[src/rtl/lsdg_pkg.sv]
// lsdg_pkg: shared types and constants for the led sparkle decay generator
// transaction payload structs, controller command/status structs, state enum
// no dependencies
`timescale 1ns / 1ps

package lsdg_pkg;

    localparam int PIXEL_COUNT_DEF       = 37;
    localparam int SPARKLES_PER_TICK_DEF = 3;

    localparam int PIX_W     = 6;
    localparam int HUE_W     = 9;
    localparam int LVL_W     = 8;
    localparam int TIME_W    = 32;
    localparam int CFG_IDX_W = 2;
    localparam int CFG_W     = 16;
    localparam int SPK_W     = 2;

    localparam logic [CFG_IDX_W-1:0] CFG_UPDATE_INTERVAL = 2'd0;
    localparam logic [CFG_IDX_W-1:0] CFG_PEAK_LEVEL      = 2'd1;

    localparam logic [CFG_W-1:0] UPDATE_INTERVAL_RST = 16'd30;
    localparam logic [LVL_W-1:0] PEAK_LEVEL_RST      = 8'd13;

    localparam int HUE_SECTOR = 60;
    localparam int HUE_SPAN   = 135;

    typedef struct packed {
        logic [TIME_W-1:0] time_ms;
        logic [PIX_W-1:0]  spark0_index;
        logic [HUE_W-1:0]  spark0_hue;
        logic [PIX_W-1:0]  spark1_index;
        logic [HUE_W-1:0]  spark1_hue;
        logic [PIX_W-1:0]  spark2_index;
        logic [HUE_W-1:0]  spark2_hue;
    } t_in_item;

    typedef struct packed {
        logic [PIX_W-1:0] pixel_index;
        logic [LVL_W-1:0] red_level;
        logic [LVL_W-1:0] green_level;
        logic [LVL_W-1:0] blue_level;
        logic             frame_last;
    } t_out_item;

    typedef struct packed {
        logic [LVL_W-1:0] r;
        logic [LVL_W-1:0] g;
        logic [LVL_W-1:0] b;
    } t_rgb;

    typedef struct packed {
        logic             accept;
        logic             hue_a;
        logic             hue_b;
        logic [SPK_W-1:0] spk_sel;
        logic             rd_en;
        logic [PIX_W-1:0] rd_idx;
    } t_cmd;

    typedef struct packed {
        logic upd_due;
        logic room;
        logic drained;
    } t_sts;

    typedef enum logic [2:0] {
        S_IDLE,
        S_HUE_A,
        S_HUE_B,
        S_SWEEP,
        S_DRAIN
    } t_state;

endpackage

[src/rtl/lsdg_ctrl.sv]
// lsdg_ctrl: sequencer for one tick: accept, sparkle color steps, pixel sweep, drain
// drives command struct to lsdg_datapath, reads its status struct
// depends on lsdg_pkg
`timescale 1ns / 1ps

module lsdg_ctrl
    import lsdg_pkg::*;
#(
    parameter int PIXEL_COUNT       = PIXEL_COUNT_DEF,
    parameter int SPARKLES_PER_TICK = SPARKLES_PER_TICK_DEF
) (
    input  logic i_clk,
    input  logic i_rst_n,
    input  logic i_in_valid,
    output logic o_in_stall,
    input  t_sts i_sts,
    output t_cmd o_cmd
);

    t_state           r_state, n_state;
    logic [SPK_W-1:0] r_spk, n_spk;
    logic [PIX_W-1:0] r_rd_idx, n_rd_idx;

    always_ff @(posedge i_clk) begin
        if (!i_rst_n) begin
            r_state  <= S_IDLE;
            r_spk    <= '0;
            r_rd_idx <= '0;
        end else begin
            r_state  <= n_state;
            r_spk    <= n_spk;
            r_rd_idx <= n_rd_idx;
        end
    end

    always_comb begin
        n_state        = r_state;
        n_spk          = r_spk;
        n_rd_idx       = r_rd_idx;
        o_in_stall     = 1'b1;
        o_cmd          = '0;
        o_cmd.spk_sel  = r_spk;
        o_cmd.rd_idx   = r_rd_idx;
        case (r_state)
            S_IDLE: begin
                o_in_stall = 1'b0;
                if (i_in_valid) begin
                    o_cmd.accept = 1'b1;
                    n_spk        = '0;
                    n_rd_idx     = '0;
                    n_state      = i_sts.upd_due ? S_HUE_A : S_SWEEP;
                end
            end
            S_HUE_A: begin
                o_cmd.hue_a = 1'b1;
                n_state     = S_HUE_B;
            end
            S_HUE_B: begin
                o_cmd.hue_b = 1'b1;
                if (r_spk == SPK_W'(SPARKLES_PER_TICK - 1)) begin
                    n_state = S_SWEEP;
                end else begin
                    n_spk   = r_spk + 1'b1;
                    n_state = S_HUE_A;
                end
            end
            S_SWEEP: begin
                if (i_sts.room) begin
                    o_cmd.rd_en = 1'b1;
                    if (r_rd_idx == PIX_W'(PIXEL_COUNT - 1)) begin
                        n_state = S_DRAIN;
                    end else begin
                        n_rd_idx = r_rd_idx + 1'b1;
                    end
                end
            end
            S_DRAIN: begin
                if (i_sts.drained) begin
                    n_state = S_IDLE;
                end
            end
            default: begin
                n_state = S_IDLE;
            end
        endcase
    end

endmodule

[src/rtl/lsdg_datapath.sv]
// lsdg_datapath: config registers, sparkle color unit, pixel store and output stage
// pixel store is a one-write one-read memory with per-entry valid bits
// depends on lsdg_pkg
`timescale 1ns / 1ps

module lsdg_datapath
    import lsdg_pkg::*;
#(
    parameter int PIXEL_COUNT = PIXEL_COUNT_DEF
) (
    input  logic                 i_clk,
    input  logic                 i_rst_n,
    input  logic                 i_cfg_we,
    input  logic [CFG_IDX_W-1:0] i_cfg_idx,
    input  logic [CFG_W-1:0]     i_cfg_data,
    input  t_in_item             i_in_data,
    input  t_cmd                 i_cmd,
    output t_sts                 o_sts,
    output logic                 o_out_valid,
    input  logic                 i_out_stall,
    output t_out_item            o_out_data
);

    localparam int AW = (PIXEL_COUNT > 1) ? $clog2(PIXEL_COUNT) : 1;

    // configuration and tick state
    logic [CFG_W-1:0]  r_interval;
    logic [LVL_W-1:0]  r_peak;
    logic [TIME_W-1:0] r_last;
    logic              r_upd;
    t_in_item          r_item;

    // sparkle colors
    logic [3:0]        r_region;
    logic [LVL_W-1:0]  r_rem;
    t_rgb              r_sp_rgb [3];
    logic [2:0]        r_sp_en;

    // pixel store
    t_rgb              r_mem [PIXEL_COUNT];
    logic [PIXEL_COUNT-1:0] r_vld;
    t_rgb              r_rdata;
    logic              r_rvld;
    logic              r_pend;
    logic [PIX_W-1:0]  r_pidx;

    // output stage with skid
    logic              r_ov;
    t_out_item         r_out;
    logic              r_hold_v;
    t_out_item         r_hold;

    logic [TIME_W-1:0] elapsed;
    logic [HUE_W-1:0]  sel_hue;
    logic [PIX_W-1:0]  sel_idx;
    logic [3:0]        region;
    logic [9:0]        region_deg;
    logic [5:0]        rem_deg;
    logic [9:0]        rem_x9;
    logic [15:0]       q_prod;
    logic [15:0]       t_prod;
    logic [LVL_W-1:0]  q_lvl;
    logic [LVL_W-1:0]  t_lvl;
    t_rgb              hue_rgb;
    t_rgb              base;
    t_rgb              nv;
    t_out_item         land;
    logic              take;
    logic              out_free;
    logic [1:0]        occ;
    logic [PIX_W-1:0]  sp_idx [3];

    assign elapsed         = i_in_data.time_ms - r_last;
    assign o_sts.upd_due   = elapsed >= TIME_W'(r_interval);
    assign take            = r_ov && !i_out_stall;
    assign out_free        = !r_ov || !i_out_stall;
    assign occ             = 2'(r_ov) + 2'(r_hold_v) + 2'(r_pend);
    assign o_sts.room      = (occ - 2'(take)) <= 2'd1;
    assign o_sts.drained   = !r_pend && !r_ov && !r_hold_v;
    assign o_out_valid     = r_ov;
    assign o_out_data      = r_out;

    assign sp_idx[0] = r_item.spark0_index;
    assign sp_idx[1] = r_item.spark1_index;
    assign sp_idx[2] = r_item.spark2_index;

    always_comb begin
        case (i_cmd.spk_sel)
            2'd0:    begin sel_hue = r_item.spark0_hue; sel_idx = r_item.spark0_index; end
            2'd1:    begin sel_hue = r_item.spark1_hue; sel_idx = r_item.spark1_index; end
            default: begin sel_hue = r_item.spark2_hue; sel_idx = r_item.spark2_index; end
        endcase
    end

    // hue region and scaled remainder
    always_comb begin
        region = '0;
        for (int j = 1; j <= 8; j++) begin
            region = region + 4'(sel_hue >= HUE_W'(HUE_SECTOR * j));
        end
        region_deg = 10'(region) * 10'(HUE_SECTOR);
        rem_deg    = 6'(10'(sel_hue) - region_deg);
        // 135/60 reduces to 9/4
        rem_x9     = 10'(rem_deg) * 10'd9;
    end

    always_comb begin
        q_prod = 16'(r_peak) * 16'(LVL_W'(HUE_SPAN) - r_rem);
        t_prod = 16'(r_peak) * 16'(r_rem);
        q_lvl  = q_prod[15:8];
        t_lvl  = t_prod[15:8];
        case (r_region)
            4'd0:    hue_rgb = '{r: r_peak, g: t_lvl,  b: '0};
            4'd1:    hue_rgb = '{r: q_lvl,  g: r_peak, b: '0};
            4'd2:    hue_rgb = '{r: '0,     g: r_peak, b: t_lvl};
            4'd3:    hue_rgb = '{r: '0,     g: q_lvl,  b: r_peak};
            4'd4:    hue_rgb = '{r: t_lvl,  g: '0,     b: r_peak};
            default: hue_rgb = '{r: r_peak, g: '0,     b: q_lvl};
        endcase
    end

    // new pixel value at landing
    always_comb begin
        base = r_rvld ? r_rdata : '0;
        nv   = base;
        if (r_upd) begin
            nv.r = (base.r == '0) ? '0 : base.r - 1'b1;
            nv.g = (base.g == '0) ? '0 : base.g - 1'b1;
            nv.b = (base.b == '0) ? '0 : base.b - 1'b1;
            for (int k = 0; k < 3; k++) begin
                if (r_sp_en[k] && sp_idx[k] == r_pidx) begin
                    nv = r_sp_rgb[k];
                end
            end
        end
        land.pixel_index = r_pidx;
        land.red_level   = nv.r;
        land.green_level = nv.g;
        land.blue_level  = nv.b;
        land.frame_last  = r_pidx == PIX_W'(PIXEL_COUNT - 1);
    end

    always_ff @(posedge i_clk) begin
        if (!i_rst_n) begin
            r_interval <= UPDATE_INTERVAL_RST;
            r_peak     <= PEAK_LEVEL_RST;
            r_last     <= '0;
            r_upd      <= 1'b0;
            r_sp_en    <= '0;
            r_vld      <= '0;
            r_pend     <= 1'b0;
            r_ov       <= 1'b0;
            r_hold_v   <= 1'b0;
        end else begin
            if (i_cfg_we) begin
                case (i_cfg_idx)
                    CFG_UPDATE_INTERVAL: r_interval <= i_cfg_data;
                    CFG_PEAK_LEVEL:      r_peak     <= i_cfg_data[LVL_W-1:0];
                    default:             ;
                endcase
            end
            if (i_cmd.accept) begin
                r_upd   <= o_sts.upd_due;
                r_sp_en <= '0;
                if (o_sts.upd_due) begin
                    r_last <= i_in_data.time_ms;
                end
            end
            if (i_cmd.hue_b) begin
                for (int k = 0; k < 3; k++) begin
                    if (i_cmd.spk_sel == SPK_W'(k)) begin
                        r_sp_en[k] <= 7'(sel_idx) < 7'(PIXEL_COUNT);
                    end
                end
            end
            r_pend <= i_cmd.rd_en;
            if (r_pend && r_upd) begin
                r_vld[r_pidx[AW-1:0]] <= 1'b1;
            end
            if (out_free) begin
                if (r_hold_v) begin
                    r_ov     <= 1'b1;
                    r_hold_v <= r_pend;
                end else begin
                    r_ov <= r_pend;
                end
            end else if (r_pend) begin
                r_hold_v <= 1'b1;
            end
        end
    end

    always_ff @(posedge i_clk) begin
        if (i_cmd.accept) begin
            r_item <= i_in_data;
        end
        if (i_cmd.hue_a) begin
            r_region <= region;
            r_rem    <= rem_x9[9:2];
        end
        if (i_cmd.hue_b) begin
            for (int k = 0; k < 3; k++) begin
                if (i_cmd.spk_sel == SPK_W'(k)) begin
                    r_sp_rgb[k] <= hue_rgb;
                end
            end
        end
        if (i_cmd.rd_en) begin
            r_rdata <= r_mem[i_cmd.rd_idx[AW-1:0]];
            r_rvld  <= r_vld[i_cmd.rd_idx[AW-1:0]];
            r_pidx  <= i_cmd.rd_idx;
        end
        if (r_pend && r_upd) begin
            r_mem[r_pidx[AW-1:0]] <= nv;
        end
        if (out_free) begin
            if (r_hold_v) begin
                r_out <= r_hold;
                if (r_pend) begin
                    r_hold <= land;
                end
            end else if (r_pend) begin
                r_out <= land;
            end
        end else if (r_pend) begin
            r_hold <= land;
        end
    end

endmodule

[src/rtl/led_sparkle_decay_generator_unit.sv]
// Each accepted tick transaction yields PIXEL_COUNT pixel transactions in index order, the last
// flagged with frame_last. A tick that falls within the update interval resends the stored frame;
// an update tick first takes each sparkle in turn through the shared hue-to-color unit (one step
// for region and remainder, one for the two 8x8 products), then fades and paints during the
// sweep. The sweep reads the pixel store once per cycle through its single read port while the
// output stage has room, so output stalls stretch it. No clearing pass is needed after reset:
// per-pixel valid bits make unwritten pixels read as zero. Configuration must be written only
// while the block is idle; the block itself does not enforce this.
// top level: lsdg_ctrl sequencer and lsdg_datapath, depends on lsdg_pkg
`timescale 1ns / 1ps

module led_sparkle_decay_generator_unit
    import lsdg_pkg::*;
#(
    parameter int PIXEL_COUNT       = PIXEL_COUNT_DEF,
    parameter int SPARKLES_PER_TICK = SPARKLES_PER_TICK_DEF
) (
    input  logic                 i_clk,
    input  logic                 i_rst_n,
    input  logic                 i_cfg_we,
    input  logic [CFG_IDX_W-1:0] i_cfg_idx,
    input  logic [CFG_W-1:0]     i_cfg_data,
    input  logic                 i_in_valid,
    output logic                 o_in_stall,
    input  t_in_item             i_in_data,
    output logic                 o_out_valid,
    input  logic                 i_out_stall,
    output t_out_item            o_out_data
);

    t_cmd cmd;
    t_sts sts;

    lsdg_ctrl #(
        .PIXEL_COUNT       (PIXEL_COUNT),
        .SPARKLES_PER_TICK (SPARKLES_PER_TICK)
    ) u_ctrl (
        .i_clk      (i_clk),
        .i_rst_n    (i_rst_n),
        .i_in_valid (i_in_valid),
        .o_in_stall (o_in_stall),
        .i_sts      (sts),
        .o_cmd      (cmd)
    );

    lsdg_datapath #(
        .PIXEL_COUNT (PIXEL_COUNT)
    ) u_datapath (
        .i_clk       (i_clk),
        .i_rst_n     (i_rst_n),
        .i_cfg_we    (i_cfg_we),
        .i_cfg_idx   (i_cfg_idx),
        .i_cfg_data  (i_cfg_data),
        .i_in_data   (i_in_data),
        .i_cmd       (cmd),
        .o_sts       (sts),
        .o_out_valid (o_out_valid),
        .i_out_stall (i_out_stall),
        .o_out_data  (o_out_data)
    );

endmodule

[config.mk]
export PLATFORM = sky130hd
export DESIGN_NAME = led_sparkle_decay_generator_unit
export DESIGN_NICKNAME = d
export VERILOG_FILES = /design/src/rtl/lsdg_pkg.sv /design/src/rtl/lsdg_ctrl.sv /design/src/rtl/lsdg_datapath.sv /design/src/rtl/led_sparkle_decay_generator_unit.sv
export SDC_FILE = /design/constraint.sdc
export NUM_CORES = 2
export LEC_CHECK = 0
export BUFFER_PORTS_ARGS = -buffer_cell sky130_fd_sc_hd__buf_2
export CAP_MARGIN = 20
export CORE_MARGIN = 2
export CORE_UTILIZATION = 60
export DETAILED_ROUTE_END_ITERATION = 7
export GPL_ROUTABILITY_DRIVEN = 1
export GPL_TIMING_DRIVEN = 0
export PLACE_DENSITY = 0.77
export SYNTH_ARGS = -nofsm -noshare
export SYNTH_HDL_FRONTEND = slang
export SYNTH_SLANG_ARGS = --single-unit
[constraint.sdc]
create_clock -name i_clk -period 8.1 [get_ports i_clk]
set_clock_uncertainty 0.05 [all_clocks]
set_input_delay 0.81 -clock i_clk [delete_from_list [all_inputs] [get_ports i_clk]]
set_output_delay 0.81 -clock i_clk [all_outputs]
set_load 0.005 [all_outputs]
==> results.json <==
{
  "p_int_mw": 12.7,
  "grt_pass1_wl_um": 218000,
  "p_per_area_nw_per_um2": 299,
  "clkPwrFrac": 0.289,
  "firstDrtPassIters": 5,
  "gp_congestion": 0.918,
  "hpwl_um": 97100,
  "end_kind": "flip-flop",
  "cpMaxStageDelayCell": "fa_1",
  "hold_path_class": "in2reg",
  "slew_violations": 0,
  "synth_edf_count": 1110,
  "portBuffers": 131,
  "top_layer": "met5",
  "cts_tree": "done",
  "slew_headroom": 0.228,
  "slowest_delay_ns": 0.54,
  "crit_type": "reg2reg",
  "grt_usage": 0.319,
  "core_area_sq_um": 91200,
  "fmax_mhz": 140,
  "power_mw": 18.8,
  "outcome": "finished clean",
  "vdd_drop_max_mv": 0.388,
  "ys.flop_type": "edfxtp_1",
  "syn_area_per_cell_sq_um": 16.0,
  "grt_pass1_vias": 33200,
  "setup_viol": 0,
  "timing.rr.start": "u_ctrl.r_spk[0]$_SDFFE_PN0P_",
  "cts.sinks": 1221,
  "stdcell_count": 5033,
  "ant_nets": 0,
  "via_count": 33200,
  "place_inst": 4804,
  "root_buffer": "clkbuf_16",
  "cts_made_buffers": 116,
  "crit_family": "adder cells",
  "switching_share": 0.327,
  "synth_cell_type_count": 86,
  "wl_met2_um": 73900,
  "cts_setup_buffers": 0,
  "routed-wl-met3_um": 15700,
  "period_needed_ns": 7.14,
  "reg2reg_slack_ns": 0.96,
  "ios": 133,
  "grt_overflow": 0,
  "routed_wl_um": 150000,
  "nets": 4069,
  "die-area_sq_um": 94100,
  "die_h_um": 307,
  "synth_area_sq_um": 55000,
  "power_switching_mw": 6.15,
  "path_clk_slew_ns": 0.06,
  "rows": 111,
  "ys_seq_elements": 1221,
  "combinationalPowerShare": 0.317,
  "fin_crit_sh": 0.882,
  "arrival_ns": 7.54,
  "start_kind": "flip-flop",
  "htreeDepth": 3,
  "hold_start": "i_in_data[27]",
  "insertion_delay_ns": 0.72,
  "via_per_inst": 6.60,
  "die_x_um": 307,
  "drcViolationCount": 0,
  "cp.required_ns": 8.50,
  "synth_fp_nets": 3754,
  "start_util": 0.603,
  "worst_slew_pin_slew_ns": 1.16,
  "cts_resized": 0,
  "synthToLayoutAreaGrowth_pct": 14.5,
  "cp_max_fo": 10,
  "rsz0062_at_grt": "no",
  "cp.buffers_inverters": 7,
  "met1_length_um": 52200,
  "antenna_found_initial": 7,
  "clock_tree.buffer_depth": 3,
  "hold_violations": 0,
  "maxCapViolations": 0,
  "drive_gt1_frac": 0.207,
  "async_flop_share": 0,
  "hold_buffers": 0,
  "yosysSeqAreaShare": 0.647,
  "yosysWarningCount": 0,
  "p_seq_frac": 0.394,
  "grt_max_degree": 45,
  "drt_iter0_drc": 4666,
  "leakagePower_nw": 21.2,
  "post_drt_wl_per_cell_um": 29.7,
  "crit_path_start": "u_ctrl.r_spk[0]$_SDFFE_PN0P_",
  "syn_inst": 3431
}
-- cells in the mapped netlist, drive strengths merged (14+ instances only) --
master	n	area, sq um
edfxtp	1110	33300
mux4	275	6190
nand2	262	986
inv	212	796
a21oi	149	761
clkbuf	133	500
nor2	132	495
ha	125	1560
dfxtp	111	2220
fa	98	1960
mux2i	66	661
nor2b	63	394
a211oi	60	455
xnor2	57	499
o21ai	56	288
and2	54	338
buf	47	226
o21a	47	353
xor2	36	315
mux2	31	349
a22oi	29	223
nor3	27	135
nand3	25	130
a21o	22	165
a21boi	17	128
o211ai	15	113
o221ai	14	129
-- cells in the final DEF (no fill, tap or decap), types with 59 or more instances in the layout --
cell type,netlist,routed
nor2_1,132,93
buf_2,19,150
a211oi_1,59,59
clkbuf_16,0,119
fa_1,98,98
ha_1,125,125
dfxtp_1,111,111
a21oi_1,145,130
edfxtp_1,1110,1110
mux4_2,275,275
mux2i_1,66,66
nor2b_1,63,63
nand2_1,261,261
inv_1,212,211
clkbuf_1,132,155
-- power groups by stage --
stage	registers, mW	logic [mW]	clock network [mW]
finish	7.41	5.96	5.43
global route	7.42	6.57	5.68
CTS	7.41	5.88	5.45
detailed placement	7.55	5.84	0
global placement	7.56	5.59	0
floorplan	7.53	4.22	0
-- cell families after synthesis --
family / Yosys count / synth area share
flip-flops: 1221 / 0.647
AND/OR/NAND/NOR: 643 / 0.0559
AO/OA/AOI/OAI: 487 / 0.0599
buffers and inverters: 392 / 0.0277
multiplexers: 372 / 0.131
adder cells (fa/ha/maj): 223 / 0.0641
XOR/XNOR: 93 / 0.0148
-- state kept, by name, summed over array words and instances (netlist names) --
name                    count
u_datapath.r_mem          888
u_datapath.r_sp_rgb        72
u_datapath.r_item          45
u_datapath.r_vld           37
u_datapath.r_last          32
u_datapath.o_out_data      31
u_datapath.r_hold          31
u_datapath.r_rdata         24
u_datapath.r_interval      16
u_datapath.r_peak           8
u_datapath.r_rem            8
u_ctrl.r_rd_idx             6
u_datapath.r_pidx           6
u_datapath.r_region         4
u_ctrl.r_state              3
u_datapath.r_sp_en          3
u_ctrl.r_spk                2
u_datapath.o_out_valid      1
u_datapath.r_hold_v         1
u_datapath.r_pend           1
u_datapath.r_rvld           1
u_datapath.r_upd            1
-- final cells by class --
class	instances	area, sq um
Multi-Input combinational cell	1818	18400
Fill cell	5681	28300
Antenna cell	1	2.50
Timing Repair Buffer	197	2170
Clock inverter	63	548
Tap cell	1186	1480
Clock buffer	155	3240
Sequential cell	1221	35600
Buffer	180	727
Inverter	212	796
-- path summary, 6_finish.rpt --
path / endpoint / depth (start not counted)
max: u_datapath.r_rem[6]$_DFFE_PP_ / 27
min: u_datapath.r_item[27]$_DFFE_PP_ / 1
max reg2reg: u_datapath.r_rem[6]$_DFFE_PP_ / 27
min reg2reg: u_datapath.r_pidx[5]$_DFFE_PP_ / 0
-- metrics by stage --
stage	setup slack [ns]	instance area, sq um	TNS, ns	util	hold slack [ns]
detailed placement	1.05	59000	0	0.647	0.367
global placement	-0.524	57100	-40.44	0.626	0.364
global route	0.469	63000	0	0.690	0.209
CTS	0.980	62800	0	0.688	0.190
floorplan	1.75	55000	0	-	0.356
finish	0.958	63000	0	0.690	0.221
-- routing by layer --
layer | up-vias | global-route usage
met1 | 16800 | 0.407
met4 | 4 | 0.158
met2 | 2223 | 0.523
li1 | 13800 | -
met5 | - | 0
met3 | 446 | 0.0702
No activity file was read; power rests on OpenSTA's default activity.
